<file path="config.mk">
export PLATFORM = sky130hd
export DESIGN_NAME = arp_cache_engine_unit
export DESIGN_NICKNAME = d
export VERILOG_FILES = /design/src/rtl/core/arpc_pkg.sv /design/src/rtl/core/arp_cache_engine_unit.sv /design/src/rtl/core/arpc_datapath.sv /design/src/rtl/core/arpc_ctrl.sv
export SDC_FILE = /design/constraint.sdc
export NUM_CORES = 2
export LEC_CHECK = 0
export ABC_AREA = 1
export BUFFER_PORTS_ARGS = -buffer_cell sky130_fd_sc_hd__buf_2
export CAP_MARGIN = 20
export CELL_PAD_IN_SITES_DETAIL_PLACEMENT = 1
export CELL_PAD_IN_SITES_GLOBAL_PLACEMENT = 1
export CORE_MARGIN = 1.5
export CORE_UTILIZATION = 46
export DETAILED_ROUTE_END_ITERATION = 8
export PLACE_DENSITY = 0.77
export SLEW_MARGIN = 20
export SYNTH_ARGS = -nofsm -noshare
export SYNTH_HDL_FRONTEND = slang
export SYNTH_HIERARCHICAL = 1
export SYNTH_SLANG_ARGS = --single-unit
</file>
<file path="constraint.sdc">
create_clock -name clk -period 11.7 [get_ports clk]
set_clock_uncertainty 0.2 [all_clocks]
set_input_delay 3.51 -clock clk [delete_from_list [all_inputs] [get_ports clk]]
set_output_delay 3.51 -clock clk [all_outputs]
set_load 0.02 [all_outputs]
</file>
<file path="src/rtl/core/arpc_pkg.sv">
// Shared types and constants for the ARP cache engine.
`timescale 1ns / 1ps
package arpc_pkg;

  // Item kinds
  localparam logic [1:0] KIND_RESOLVE = 2'd0;
  localparam logic [1:0] KIND_ARP     = 2'd1;
  localparam logic [1:0] KIND_SWEEP   = 2'd2;

  // Resolve destination classes
  localparam logic [1:0] CAST_BCAST = 2'd1;
  localparam logic [1:0] CAST_MCAST = 2'd2;

  // Result actions
  localparam logic [2:0] ACT_ANSWER   = 3'd0;
  localparam logic [2:0] ACT_TRANSMIT = 3'd1;
  localparam logic [2:0] ACT_RELEASE  = 3'd2;
  localparam logic [2:0] ACT_REQUEST  = 3'd3;
  localparam logic [2:0] ACT_REPLY    = 3'd4;
  localparam logic [2:0] ACT_DONE     = 3'd5;

  // Configuration register indexes
  localparam logic [2:0] REG_OWN_IP    = 3'd0;
  localparam logic [2:0] REG_OWN_MAC   = 3'd1;
  localparam logic [2:0] REG_KEEP_SEC  = 3'd2;
  localparam logic [2:0] REG_MAX_TRIES = 3'd3;
  localparam logic [2:0] REG_DOWN_SEC  = 3'd4;

  // Entry states
  localparam logic [1:0] ST_FREE    = 2'd0;
  localparam logic [1:0] ST_PENDING = 2'd1;
  localparam logic [1:0] ST_SOLVED  = 2'd2;

  localparam int          MAX_RESULTS = 17;
  localparam logic [47:0] MAC_BCAST   = 48'hFFFF_FFFF_FFFF;
  localparam logic [47:0] MAC_MCAST   = 48'h0100_5E00_0000;

  typedef struct packed {
    logic [1:0]  kind;
    logic [31:0] ip_addr;
    logic [31:0] target_ip;
    logic [47:0] sender_mac;
    logic        is_request;
    logic [1:0]  cast_kind;
    logic [15:0] packet_handle;
    logic [31:0] now_seconds;
  } in_item_t;

  typedef struct packed {
    logic [2:0]  action;
    logic [47:0] dest_mac;
    logic [31:0] ip_addr_out;
    logic [15:0] handle;
    logic        resolved;
    logic        dup_ip_seen;
    logic        last;
  } out_item_t;

  // Datapath operations
  typedef enum logic [3:0] {
    OP_NONE, OP_LOAD_IN, OP_SCAN_CLR, OP_SCAN, OP_SCAN_END, OP_SELECT,
    OP_READ_CUR, OP_LOAD_CUR, OP_NEW, OP_RES_HOLD, OP_LEARN, OP_WRITE,
    OP_DUP, OP_SW_RD, OP_SW_STEP
  } op_t;

  // Result selection
  typedef enum logic [3:0] {
    EM_NONE, EM_BCAST, EM_MCAST, EM_HIT, EM_MISS, EM_REL_CUR, EM_REL_RD,
    EM_REQUEST, EM_XMIT, EM_REPLY, EM_DONE
  } emit_t;

  typedef struct packed {
    op_t   op;
    emit_t emit;
  } dp_cmd_t;

  typedef struct packed {
    logic [1:0] kind;
    logic [1:0] cast_kind;
    logic       smac_bcast;
    logic       ip_is_own;
    logic       cnt_last;
    logic       sel_none;
    logic       sel_alloc;
    logic       cur_hv;
    logic       cur_fresh;
    logic       req_flag;
    logic       xmit_flag;
    logic       reply_ok;
    logic       rd_expired;
    logic       rd_hv;
    logic       out_free;
  } dp_status_t;

endpackage

</file>
<file path="src/rtl/core/arp_cache_engine_unit.sv">
// Top level of the ARP cache engine: controller plus datapath.
// Broadcast/multicast resolves are answered without a table scan; other table items scan
//   every entry first; sweeps visit every entry and release each expired held entry.
// Items are taken one at a time; the entry memory read port sets the scan length.
// Results leave one at a time; each result waits in one output register.
// Reset (rst, synchronous): all entries free, config back to defaults, flag cleared.
`timescale 1ns / 1ps
module arp_cache_engine_unit #(
  parameter int ENTRIES     = 16,
  parameter int HANDLE_BITS = 16
) (
  input  logic                clk,
  input  logic                rst,
  input  logic                in_valid,
  output logic                in_stall,
  input  arpc_pkg::in_item_t  in_item,
  output logic                out_valid,
  input  logic                out_stall,
  output arpc_pkg::out_item_t out_item,
  input  logic                cfg_valid,
  output logic                cfg_ready,
  input  logic [2:0]          cfg_index,
  input  logic [47:0]         cfg_data
);
  import arpc_pkg::*;

  dp_cmd_t    cmd;
  dp_status_t status;

  assign cfg_ready = 1'b1;

  arpc_ctrl u_ctrl (
    .clk(clk), .rst(rst), .in_valid(in_valid), .in_stall(in_stall),
    .status(status), .cmd(cmd)
  );

  arpc_datapath #(.ENTRIES(ENTRIES), .HANDLE_BITS(HANDLE_BITS)) u_dp (
    .clk(clk), .rst(rst), .in_item(in_item), .cmd(cmd), .status(status),
    .cfg_valid(cfg_valid && cfg_ready), .cfg_index(cfg_index), .cfg_data(cfg_data),
    .out_valid(out_valid), .out_stall(out_stall), .out_item(out_item)
  );

endmodule

</file>
<file path="src/rtl/core/arpc_datapath.sv">
// Datapath: entry memory, scan trackers, working entry, config and result register.
`timescale 1ns / 1ps
module arpc_datapath #(
  parameter int ENTRIES     = 16,
  parameter int HANDLE_BITS = 16
) (
  input  logic                clk,
  input  logic                rst,
  input  arpc_pkg::in_item_t  in_item,
  input  arpc_pkg::dp_cmd_t   cmd,
  output arpc_pkg::dp_status_t status,
  input  logic                cfg_valid,
  input  logic [2:0]          cfg_index,
  input  logic [47:0]         cfg_data,
  output logic                out_valid,
  input  logic                out_stall,
  output arpc_pkg::out_item_t out_item
);
  import arpc_pkg::*;

  localparam int IW = $clog2(ENTRIES);
  localparam int HW = (HANDLE_BITS < 16) ? HANDLE_BITS : 16;

  typedef struct packed {
    logic [31:0]   ip;
    logic [47:0]   mac;
    logic [1:0]    st;
    logic [31:0]   expire;
    logic [7:0]    tries;
    logic          hv;
    logic [HW-1:0] hold;
  } entry_t;

  // Config registers
  logic [31:0] own_ip;
  logic [47:0] own_mac;
  logic [15:0] keep_seconds;
  logic [7:0]  max_tries;
  logic [15:0] down_seconds;

  in_item_t item;
  logic [IW-1:0] cnt, ridx, cur_idx, rd_addr;
  entry_t mem [ENTRIES];
  logic [ENTRIES-1:0] vbits;
  entry_t rentry, rd_e, cur;
  logic rvalid, rpipe, rd_en;
  logic match_found, fr_found, so_found, pe_found;
  logic [IW-1:0] match_idx, fr_idx, so_idx, pe_idx;
  logic [31:0] so_exp, pe_exp;
  logic sel_none, sel_alloc, req_flag, xmit_flag, dup;
  logic [HW-1:0] xmit_hold;
  logic [4:0] n_res;
  out_item_t res;
  logic load;

  // Config writes
  always_ff @(posedge clk) begin
    if (rst) begin
      own_ip <= '0;
      own_mac <= '0;
      keep_seconds <= 16'd1200;
      max_tries <= 8'd5;
      down_seconds <= 16'd20;
    end else if (cfg_valid) begin
      unique case (cfg_index)
        REG_OWN_IP:    own_ip <= cfg_data[31:0];
        REG_OWN_MAC:   own_mac <= cfg_data;
        REG_KEEP_SEC:  keep_seconds <= cfg_data[15:0];
        REG_MAX_TRIES: max_tries <= cfg_data[7:0];
        REG_DOWN_SEC:  down_seconds <= cfg_data[15:0];
        default: ;
      endcase
    end
  end

  // Entry memory port
  assign rd_en = (cmd.op == OP_SCAN) || (cmd.op == OP_READ_CUR) || (cmd.op == OP_SW_RD);
  assign rd_addr = (cmd.op == OP_READ_CUR) ? cur_idx : cnt;
  always_ff @(posedge clk) begin
    if (cmd.op == OP_WRITE) mem[cur_idx] <= cur;
    if (rd_en) begin
      rentry <= mem[rd_addr];
      ridx <= rd_addr;
    end
  end
  assign rd_e = rvalid ? rentry : '0;

  // Valid bits; a cleared entry reads as free and zero
  always_ff @(posedge clk) begin
    if (rst) begin
      vbits <= '0;
      rvalid <= 1'b0;
      rpipe <= 1'b0;
    end else begin
      rpipe <= rd_en;
      if (rd_en) rvalid <= vbits[rd_addr];
      if (cmd.op == OP_WRITE) vbits[cur_idx] <= 1'b1;
      if (cmd.op == OP_SW_STEP && status.rd_expired) vbits[ridx] <= 1'b0;
    end
  end

  // Item, scan trackers and working entry
  always_ff @(posedge clk) begin
    if (rst) begin
      dup <= 1'b0;
    end else begin
      unique case (cmd.op)
        OP_LOAD_IN: item <= in_item;
        OP_SCAN_CLR: begin
          cnt <= '0;
          match_found <= 1'b0;
          fr_found <= 1'b0;
          so_found <= 1'b0;
          pe_found <= 1'b0;
        end
        OP_SELECT: begin
          if (match_found) begin
            sel_alloc <= 1'b0;
            sel_none <= 1'b0;
            cur_idx <= match_idx;
          end else if (item.kind == KIND_RESOLVE || item.target_ip == own_ip) begin
            sel_alloc <= 1'b1;
            sel_none <= 1'b0;
            cur_idx <= fr_found ? fr_idx : (so_found ? so_idx : pe_idx);
          end else begin
            sel_alloc <= 1'b0;
            sel_none <= 1'b1;
          end
        end
        OP_LOAD_CUR: cur <= rd_e;
        // fresh pending entry: ip, mac 0, expire now, tries 0, no hold
        OP_NEW: cur <= {item.ip_addr, 48'd0, ST_PENDING, item.now_seconds, 8'd0, 1'b0,
                        {HW{1'b0}}};
        OP_RES_HOLD: begin
          cur.hv <= 1'b1;
          cur.hold <= HW'(item.packet_handle);
          if (cur.tries == 8'd0 || cur.expire != item.now_seconds) begin
            if (cur.tries < max_tries) begin
              cur.expire <= item.now_seconds;
              cur.tries <= cur.tries + 8'd1;
              req_flag <= 1'b1;
            end else begin
              cur.expire <= item.now_seconds + 32'(down_seconds);
              cur.tries <= '0;
              req_flag <= 1'b0;
            end
          end else begin
            req_flag <= 1'b0;
          end
        end
        OP_LEARN: begin
          cur.mac <= item.sender_mac;
          cur.st <= ST_SOLVED;
          cur.expire <= item.now_seconds + 32'(keep_seconds);
          cur.tries <= '0;
          cur.hv <= 1'b0;
          cur.hold <= '0;
          xmit_flag <= cur.hv;
          xmit_hold <= cur.hold;
        end
        OP_DUP: dup <= 1'b1;
        OP_SCAN: cnt <= cnt + IW'(1);
        OP_SW_STEP: cnt <= cnt + IW'(1);
        default: ;
      endcase
      // Evaluate the entry read in the previous cycle
      if ((cmd.op == OP_SCAN || cmd.op == OP_SCAN_END) && rpipe) begin
        if (rvalid && rd_e.ip == item.ip_addr && !match_found) begin
          match_found <= 1'b1;
          match_idx <= ridx;
        end
        if (!rvalid) begin
          if (!fr_found) begin
            fr_found <= 1'b1;
            fr_idx <= ridx;
          end
        end else if (rd_e.st == ST_SOLVED) begin
          if (!so_found || rd_e.expire < so_exp) begin
            so_found <= 1'b1;
            so_idx <= ridx;
            so_exp <= rd_e.expire;
          end
        end else if (!pe_found || rd_e.expire < pe_exp) begin
          pe_found <= 1'b1;
          pe_idx <= ridx;
          pe_exp <= rd_e.expire;
        end
      end
    end
  end

  // Status toward the controller
  always_comb begin
    status.kind = item.kind;
    status.cast_kind = item.cast_kind;
    status.smac_bcast = (item.sender_mac == MAC_BCAST);
    status.ip_is_own = (item.ip_addr == own_ip);
    status.cnt_last = (cnt == IW'(ENTRIES - 1));
    status.sel_none = sel_none;
    status.sel_alloc = sel_alloc;
    status.cur_hv = cur.hv;
    status.cur_fresh = (cur.st == ST_SOLVED) && (cur.expire > item.now_seconds);
    status.req_flag = req_flag;
    status.xmit_flag = xmit_flag;
    status.reply_ok = item.is_request && (own_ip != '0) &&
                      (item.ip_addr == own_ip || item.target_ip == own_ip);
    status.rd_expired = (rd_e.expire != '0) && (rd_e.expire <= item.now_seconds);
    status.rd_hv = rd_e.hv;
    status.out_free = !out_valid;
  end

  // Result build
  always_comb begin
    res = '0;
    res.dup_ip_seen = dup;
    unique case (cmd.emit)
      EM_BCAST: begin
        res.action = ACT_ANSWER;
        res.dest_mac = MAC_BCAST;
        res.resolved = 1'b1;
        res.last = 1'b1;
      end
      EM_MCAST: begin
        res.action = ACT_ANSWER;
        res.dest_mac = MAC_MCAST | 48'(item.ip_addr[22:0]);
        res.resolved = 1'b1;
        res.last = 1'b1;
      end
      EM_HIT: begin
        res.action = ACT_ANSWER;
        res.dest_mac = cur.mac;
        res.resolved = 1'b1;
        res.last = 1'b1;
      end
      EM_MISS: begin
        res.action = ACT_ANSWER;
        res.last = 1'b1;
      end
      EM_REL_CUR: begin
        res.action = ACT_RELEASE;
        res.handle = 16'(cur.hold);
      end
      EM_REL_RD: begin
        res.action = ACT_RELEASE;
        res.handle = 16'(rd_e.hold);
      end
      EM_REQUEST: begin
        res.action = ACT_REQUEST;
        res.ip_addr_out = item.ip_addr;
      end
      EM_XMIT: begin
        res.action = ACT_TRANSMIT;
        res.dest_mac = item.sender_mac;
        res.handle = 16'(xmit_hold);
      end
      EM_REPLY: begin
        res.action = ACT_REPLY;
        res.dest_mac = item.sender_mac;
        res.ip_addr_out = item.ip_addr;
      end
      EM_DONE: begin
        res.action = ACT_DONE;
        res.last = 1'b1;
      end
      default: ;
    endcase
  end

  // Output register; results past the per-item limit are dropped
  assign load = (cmd.emit != EM_NONE) && !out_valid && (n_res < 5'(MAX_RESULTS));
  always_ff @(posedge clk) begin
    if (rst) begin
      out_valid <= 1'b0;
      n_res <= '0;
    end else begin
      if (cmd.op == OP_LOAD_IN) n_res <= '0;
      if (out_valid && !out_stall) out_valid <= 1'b0;
      if (load) begin
        out_valid <= 1'b1;
        out_item <= res;
        n_res <= n_res + 5'd1;
      end
    end
  end

  a_res_limit: assert property (@(posedge clk) disable iff (rst)
    n_res <= 5'(MAX_RESULTS)) else $error("result count over limit");
  a_write_valid: assert property (@(posedge clk) disable iff (rst)
    cmd.op == OP_WRITE |=> vbits[$past(cur_idx)]) else $error("written entry not valid");
  a_last_kind: assert property (@(posedge clk) disable iff (rst)
    load && res.last |-> res.action == ACT_ANSWER || res.action == ACT_DONE)
    else $error("final result has wrong action");

endmodule

</file>
<file path="src/rtl/core/arpc_ctrl.sv">
// Controller: sequences scan, allocation, update and result transfers per item.
`timescale 1ns / 1ps
module arpc_ctrl (
  input  logic                 clk,
  input  logic                 rst,
  input  logic                 in_valid,
  output logic                 in_stall,
  input  arpc_pkg::dp_status_t status,
  output arpc_pkg::dp_cmd_t    cmd
);
  import arpc_pkg::*;

  typedef enum logic [4:0] {
    S_IDLE, S_DISPATCH, S_SCAN, S_SCAN_END, S_SELECT, S_RD_CUR, S_LOAD_CUR,
    S_VICT_REL, S_NEW, S_RES_CHK, S_RES_HIT, S_RES_REL, S_RES_HOLD, S_RES_REQ,
    S_RES_WR, S_RES_MISS, S_ARP_LEARN, S_ARP_WR, S_ARP_XMIT, S_REPLY, S_DONE,
    S_BCAST, S_MCAST, S_DUP, S_SW_RD, S_SW_CHK, S_SW_REL, S_SW_STEP
  } state_t;

  state_t state, state_next;

  assign in_stall = (state != S_IDLE);

  // Next state and datapath commands
  always_comb begin
    state_next = state;
    cmd.op = OP_NONE;
    cmd.emit = EM_NONE;
    unique case (state)
      S_IDLE: begin
        if (in_valid) begin
          cmd.op = OP_LOAD_IN;
          state_next = S_DISPATCH;
        end
      end
      S_DISPATCH: begin
        priority if (status.kind == KIND_RESOLVE) begin
          if (status.cast_kind == CAST_BCAST) state_next = S_BCAST;
          else if (status.cast_kind == CAST_MCAST) state_next = S_MCAST;
          else begin
            cmd.op = OP_SCAN_CLR;
            state_next = S_SCAN;
          end
        end else if (status.kind == KIND_ARP) begin
          if (status.smac_bcast) state_next = S_DONE;
          else if (status.ip_is_own) state_next = S_DUP;
          else begin
            cmd.op = OP_SCAN_CLR;
            state_next = S_SCAN;
          end
        end else if (status.kind == KIND_SWEEP) begin
          cmd.op = OP_SCAN_CLR;
          state_next = S_SW_RD;
        end else begin
          state_next = S_DONE;
        end
      end
      S_SCAN: begin
        cmd.op = OP_SCAN;
        if (status.cnt_last) state_next = S_SCAN_END;
      end
      S_SCAN_END: begin
        cmd.op = OP_SCAN_END;
        state_next = S_SELECT;
      end
      S_SELECT: begin
        cmd.op = OP_SELECT;
        state_next = S_RD_CUR;
      end
      S_RD_CUR: begin
        if (status.sel_none) state_next = S_REPLY;
        else begin
          cmd.op = OP_READ_CUR;
          state_next = S_LOAD_CUR;
        end
      end
      S_LOAD_CUR: begin
        cmd.op = OP_LOAD_CUR;
        if (status.sel_alloc) state_next = S_VICT_REL;
        else if (status.kind == KIND_RESOLVE) state_next = S_RES_CHK;
        else state_next = S_ARP_LEARN;
      end
      S_VICT_REL: begin
        if (!status.cur_hv) state_next = S_NEW;
        else begin
          cmd.emit = EM_REL_CUR;
          if (status.out_free) state_next = S_NEW;
        end
      end
      S_NEW: begin
        cmd.op = OP_NEW;
        state_next = (status.kind == KIND_RESOLVE) ? S_RES_CHK : S_ARP_LEARN;
      end
      S_RES_CHK: state_next = status.cur_fresh ? S_RES_HIT : S_RES_REL;
      S_RES_HIT: begin
        cmd.emit = EM_HIT;
        if (status.out_free) state_next = S_IDLE;
      end
      S_RES_REL: begin
        if (!status.cur_hv) state_next = S_RES_HOLD;
        else begin
          cmd.emit = EM_REL_CUR;
          if (status.out_free) state_next = S_RES_HOLD;
        end
      end
      S_RES_HOLD: begin
        cmd.op = OP_RES_HOLD;
        state_next = S_RES_REQ;
      end
      S_RES_REQ: begin
        if (!status.req_flag) state_next = S_RES_WR;
        else begin
          cmd.emit = EM_REQUEST;
          if (status.out_free) state_next = S_RES_WR;
        end
      end
      S_RES_WR: begin
        cmd.op = OP_WRITE;
        state_next = S_RES_MISS;
      end
      S_RES_MISS: begin
        cmd.emit = EM_MISS;
        if (status.out_free) state_next = S_IDLE;
      end
      S_ARP_LEARN: begin
        cmd.op = OP_LEARN;
        state_next = S_ARP_WR;
      end
      S_ARP_WR: begin
        cmd.op = OP_WRITE;
        state_next = S_ARP_XMIT;
      end
      S_ARP_XMIT: begin
        if (!status.xmit_flag) state_next = S_REPLY;
        else begin
          cmd.emit = EM_XMIT;
          if (status.out_free) state_next = S_REPLY;
        end
      end
      S_DUP: begin
        cmd.op = OP_DUP;
        state_next = S_REPLY;
      end
      S_REPLY: begin
        if (!status.reply_ok) state_next = S_DONE;
        else begin
          cmd.emit = EM_REPLY;
          if (status.out_free) state_next = S_DONE;
        end
      end
      S_DONE: begin
        cmd.emit = EM_DONE;
        if (status.out_free) state_next = S_IDLE;
      end
      S_BCAST: begin
        cmd.emit = EM_BCAST;
        if (status.out_free) state_next = S_IDLE;
      end
      S_MCAST: begin
        cmd.emit = EM_MCAST;
        if (status.out_free) state_next = S_IDLE;
      end
      S_SW_RD: begin
        cmd.op = OP_SW_RD;
        state_next = S_SW_CHK;
      end
      S_SW_CHK: begin
        state_next = (status.rd_expired && status.rd_hv) ? S_SW_REL : S_SW_STEP;
      end
      S_SW_REL: begin
        cmd.emit = EM_REL_RD;
        if (status.out_free) state_next = S_SW_STEP;
      end
      S_SW_STEP: begin
        cmd.op = OP_SW_STEP;
        state_next = status.cnt_last ? S_DONE : S_SW_RD;
      end
      default: state_next = S_IDLE;
    endcase
  end

  // State register
  always_ff @(posedge clk) begin
    if (rst) state <= S_IDLE;
    else state <= state_next;
  end

  a_accept_dispatch: assert property (@(posedge clk) disable iff (rst)
    in_valid && !in_stall |=> state == S_DISPATCH) else $error("accept not dispatched");
  a_scan_ends: assert property (@(posedge clk) disable iff (rst)
    state == S_SCAN_END |=> state == S_SELECT) else $error("scan did not select");
  a_emit_idle_only: assert property (@(posedge clk) disable iff (rst)
    state == S_IDLE |-> cmd.emit == EM_NONE) else $error("result in idle");

endmodule

</file>
==> insert_results.sql <==
INSERT INTO impl_metrics (metric_group, metric, value, unit) VALUES
('run_status', 'status', 'complete, no violations', ''),
('clocking', 'clockBufferDepth', '4', ''),
('finish', 'final.fill_count', '26490', ''),
('synthesis', 'ys_types', '56', ''),
('synthesis', 'synth_commonest_cells', 'edfxtp_1 (2,885), nor2_1 (1,712), o21ai_0 (1,403), nand2_1 (707), o22ai_1 (634)', ''),
('placed_design', 'detailed_place.area', '127000', 'sq um'),
('synthesis', 'postSynthRegisterBits', '2987', ''),
('worst_hold_path', 'hold_path.startpoint', 'u_dp/keep_seconds[4]', ''),
('worst_setup_path', 'critPathArrivalTime', '8.20', 'ns'),
('synthesis', 'net_count_after_synthesis', '10168', ''),
('detailed_routing', 'wl_per_cell', '30.0', 'um'),
('worst_hold_path', 'hold_path_class', 'register to register', ''),
('finish', 'multi_input_area', '29400', 'sq um'),
('sta', 'period_minus_slack', '7.71', 'ns'),
('die', 'placement_rows', '188', ''),
('synthesis', 'synth.most_common_cell', 'edfxtp_1', ''),
('clocking', 'clkSlewWorstSetupHoldPaths', '0.06', 'ns'),
('finish', 'final_nets', '10345', ''),
('detailed_routing', 'via_count', '85765', ''),
('placed_design', 'portBuffers', '308', ''),
('clocking', 'cts_tree', 'done', ''),
('synthesis', 'area_fraction_of_the_dominant_cell_type_after_synthesis', '0.709', ''),
('global_route', 'grt_start_max_net_pins', '209', ''),
('worst_setup_path', 'critPathRequiredTime', '12.20', 'ns'),
('clocking', 'cts_inserted_buffers', '316', ''),
('detailed_routing', 'drc_errors', '0', ''),
('worst_setup_path', 'critPathMaxFanout', '208', ''),
('sta', 'setup_viol_count_final', '0', ''),
('global_route', 'gr-total-overflow', '0', ''),
('sta', 'setup-tns-final', '0', 'ns'),
('detailed_routing', 'drtIter0Drc', '9862', ''),
('worst_setup_path', 'r2r-start', 'u_dp/item[149]', ''),
('synthesis', 'syn_inst', '9779', ''),
('synthesis', 'postSynth.asyncResetShare', '0', ''),
('die', 'full_die_area', '269000', 'sq um'),
('power_and_ir_drop', 'power_density', '243', 'nW/um^2'),
('global_route', 'grt_pass1_wl', '595', 'mm'),
('clocking', 'worst_skew_pair.late_latency', '0.89', 'ns'),
('clocking', 'postCtsHoldBufs', '0', ''),
('sta', 'max_slew.worst_pin.slew', '1.24', 'ns'),
('synthesis', 'netlist_area', '122000', 'sq um'),
('worst_setup_path', 'timing.setup.critical_path_class', 'register to register', ''),
('sta', 'slew_viol_final', '0', ''),
('clocking', 'ctsResizeCount', '0', ''),
('placed_design', 'post-dp-hpwl', '230', 'mm'),
('die', 'die_height', '518', 'um'),
('synthesis', 'synth-seq-area-share', '0.726', ''),
('clocking', 'cts.htree.levels', '5', ''),
('sta', 'fmax', '130', 'MHz'),
('die', 'die_x', '518', 'um'),
('die', 'placeableCoreArea', '263000', 'sq um'),
('detailed_routing', 'drtAntennaViolNets', '0', ''),
('global_route', 'grt_util_all_layers', '0.298', ''),
('flow_run', 'drv_cap', '0', ''),
('clocking', 'clock_tree.root_cell', 'clkbuf_16', ''),
('clocking', 'post_cts_buffers', '0', ''),
('synthesis', 'syn-mean-instance-area', '12.5', 'sq um'),
('finish', 'stdcell_area', '137000', 'sq um'),
('synthesis', 'yosysWarningCount', '6', ''),
('finish', 'synthToLayoutAreaGrowth', '11.8', '%'),
('power_and_ir_drop', 'worst_ir_drop_on_vdd', '0.235', 'mV'),
('global_route', 'first_global_vias', '89657', ''),
('die', 'boundaryPins', '326', ''),
('die', 'floorplan.initialDensity', '0.464', ''),
('finish', 'final-seq-area', '88700', 'sq um'),
('synthesis', 'number_of_flops_mapped_to_enable_cells_by_yosys', '2885', ''),
('sta', 'layout_worst_path_cycle_share', '0.659', ''),
('global_route', 'grt_antenna_before_repair', '14', ''),
('synthesis', 'post_synth_main_area_contributors', 'edfxtp_1 (71%), o21ai_0 (5.7%), nor2_1 (5.3%), o22ai_1 (3.2%), nand2_1 (2.2%)', ''),
('sta', 'relSlewSlack', '0.172', ''),
('detailed_routing', 'drtPass1Iterations', '5', '');
cells in the final DEF, fill, tap and decap left out, types with 7 or more instances in the layout:
cell type	count
o22ai_1	634
edfxtp_1	2885
nor2_4	25
o21bai_1	7
clkinv_2	47
a21oi_1	203
buf_2	308
nor3_1	30
inv_2	14
nand2_2	7
bufinv_16	13
buf_4	92
diode_2	10
nor2_1	1687
o21ai_1	284
clkbuf_16	320
nor4_1	33
buf_12	31
nand3_1	236
nand2_1	706
nor2_2	8
a21o_1	8
xor2_1	21
dfxtp_1	101
ha_1	166
inv_6	14
o21a_1	9
nand4_1	91
clkbuf_1	69
inv_1	398
clkinv_1	83
o221ai_1	67
xnor2_1	45
o211ai_1	16
o2111ai_1	33
o311ai_0	16
o21ai_0	1403
clkinvlp_4	8
kinds of logic (layout without fill, tap and decap cells):
logic type | count (synthesis) | count (layout) | synth area share
flip-flops | 2987 | 2987 | 0.726
AND/OR/NAND/NOR | 2853 | 2853 | 0.0944
AO/OA/AOI/OAI | 2704 | 2704 | 0.122
buffers and inverters | 1000 | 1415 | 0.0352
adder cells (fa/ha/maj) | 168 | 168 | 0.0173
XOR/XNOR | 66 | 66 | 0.00473
other | 1 | 11 | 0.0000307
layer usage:
metal / vias to the layer above / global-route usage / wire length (um)
met5: - / 0 / 104
li1: 36333 / - / -
met1: 43829 / 0.365 / 151000
met4: 18 / 0.177 / 26300
met3: 1120 / 0.0527 / 35000
met2: 4465 / 0.496 / 199000
flip-flops by register name, summed over array words and instances (netlist names), 8 cells and up:
signal / flops
u_dp/mem: 2224
u_dp/item: 161
u_dp/rentry: 139
u_dp/cur: 138
u_dp/out_item: 102
u_dp/own_ip: 32
u_dp/pe_exp: 32
u_dp/so_exp: 32
u_dp/down_seconds: 16
u_dp/keep_seconds: 16
u_dp/vbits: 16
u_dp/xmit_hold: 16
u_dp/max_tries: 8
power breakdown:
group | leakage [nW] | total (mW) | internal [mW] | switching [mW]
Sequential | 26.9 | 14.1 | 13.2 | 0.909
Clock | 4.65 | 9.50 | 5.34 | 4.16
Combinational | 14.4 | 9.51 | 2.34 | 7.17
path summary, 6_finish.rpt:
kind                           to  slack, ns  cells past startpoint
min reg2reg  u_dp/keep_seconds[4]       0.29                      2
max reg2reg       u_dp/rentry[62]       3.99                     21
max               u_dp/rentry[62]       3.99                     21
min          u_dp/keep_seconds[4]       0.29                      2
metrics by stage:
step | worst slack (ns) | hold WS, ns | total power [mW] | util | std cells
after floorplan | 0.604 | 0.209 | 19.8 | - | 9779
after global placement | 4.08 | 0.270 | 22.9 | 0.482 | 13147
after detailed placement | 4.05 | 0.280 | 23.5 | 0.482 | 13150
after CTS | 4.14 | 0.292 | 33.0 | 0.519 | 13706
after global routing | 3.95 | 0.307 | 34.2 | 0.519 | 13711
final | 3.99 | 0.292 | 33.1 | 0.519 | 13719
worst max-delay path: stages, from the launching register on:
cell and delay (ns):
edfxtp_1 0.47, inv_1 0.83, or2_2 0.25, nand4_1 0.16
nor4_1 0.79, nand4_1 0.32, inv_1 0.13, inv_1 0.08
nand4_1 0.14, nand2_1 0.07, nand2_1 0.07, nand4_1 0.67
inv_2 0.21, nor2_2 0.06, nand2_2 0.23, nand2_1 0.18
nand2_8 0.57, buf_12 0.53, o21ai_0 0.26, o22ai_1 0.30
o21ai_0 0.15, o22ai_1 0.24
final cells by class:
cell class                      instances  share of cell area
Antenna cell                           10            0.000183
Timing Repair Buffer                  435              0.0214
Sequential cell                      2987               0.649
Clock inverter                        162             0.00862
Clock buffer                          394              0.0610
Tap cell                             3515              0.0322
Multi-Input combinational cell       5792               0.216
Inverter                              424              0.0118
No activity file was read; power rests on OpenSTA's default activity.
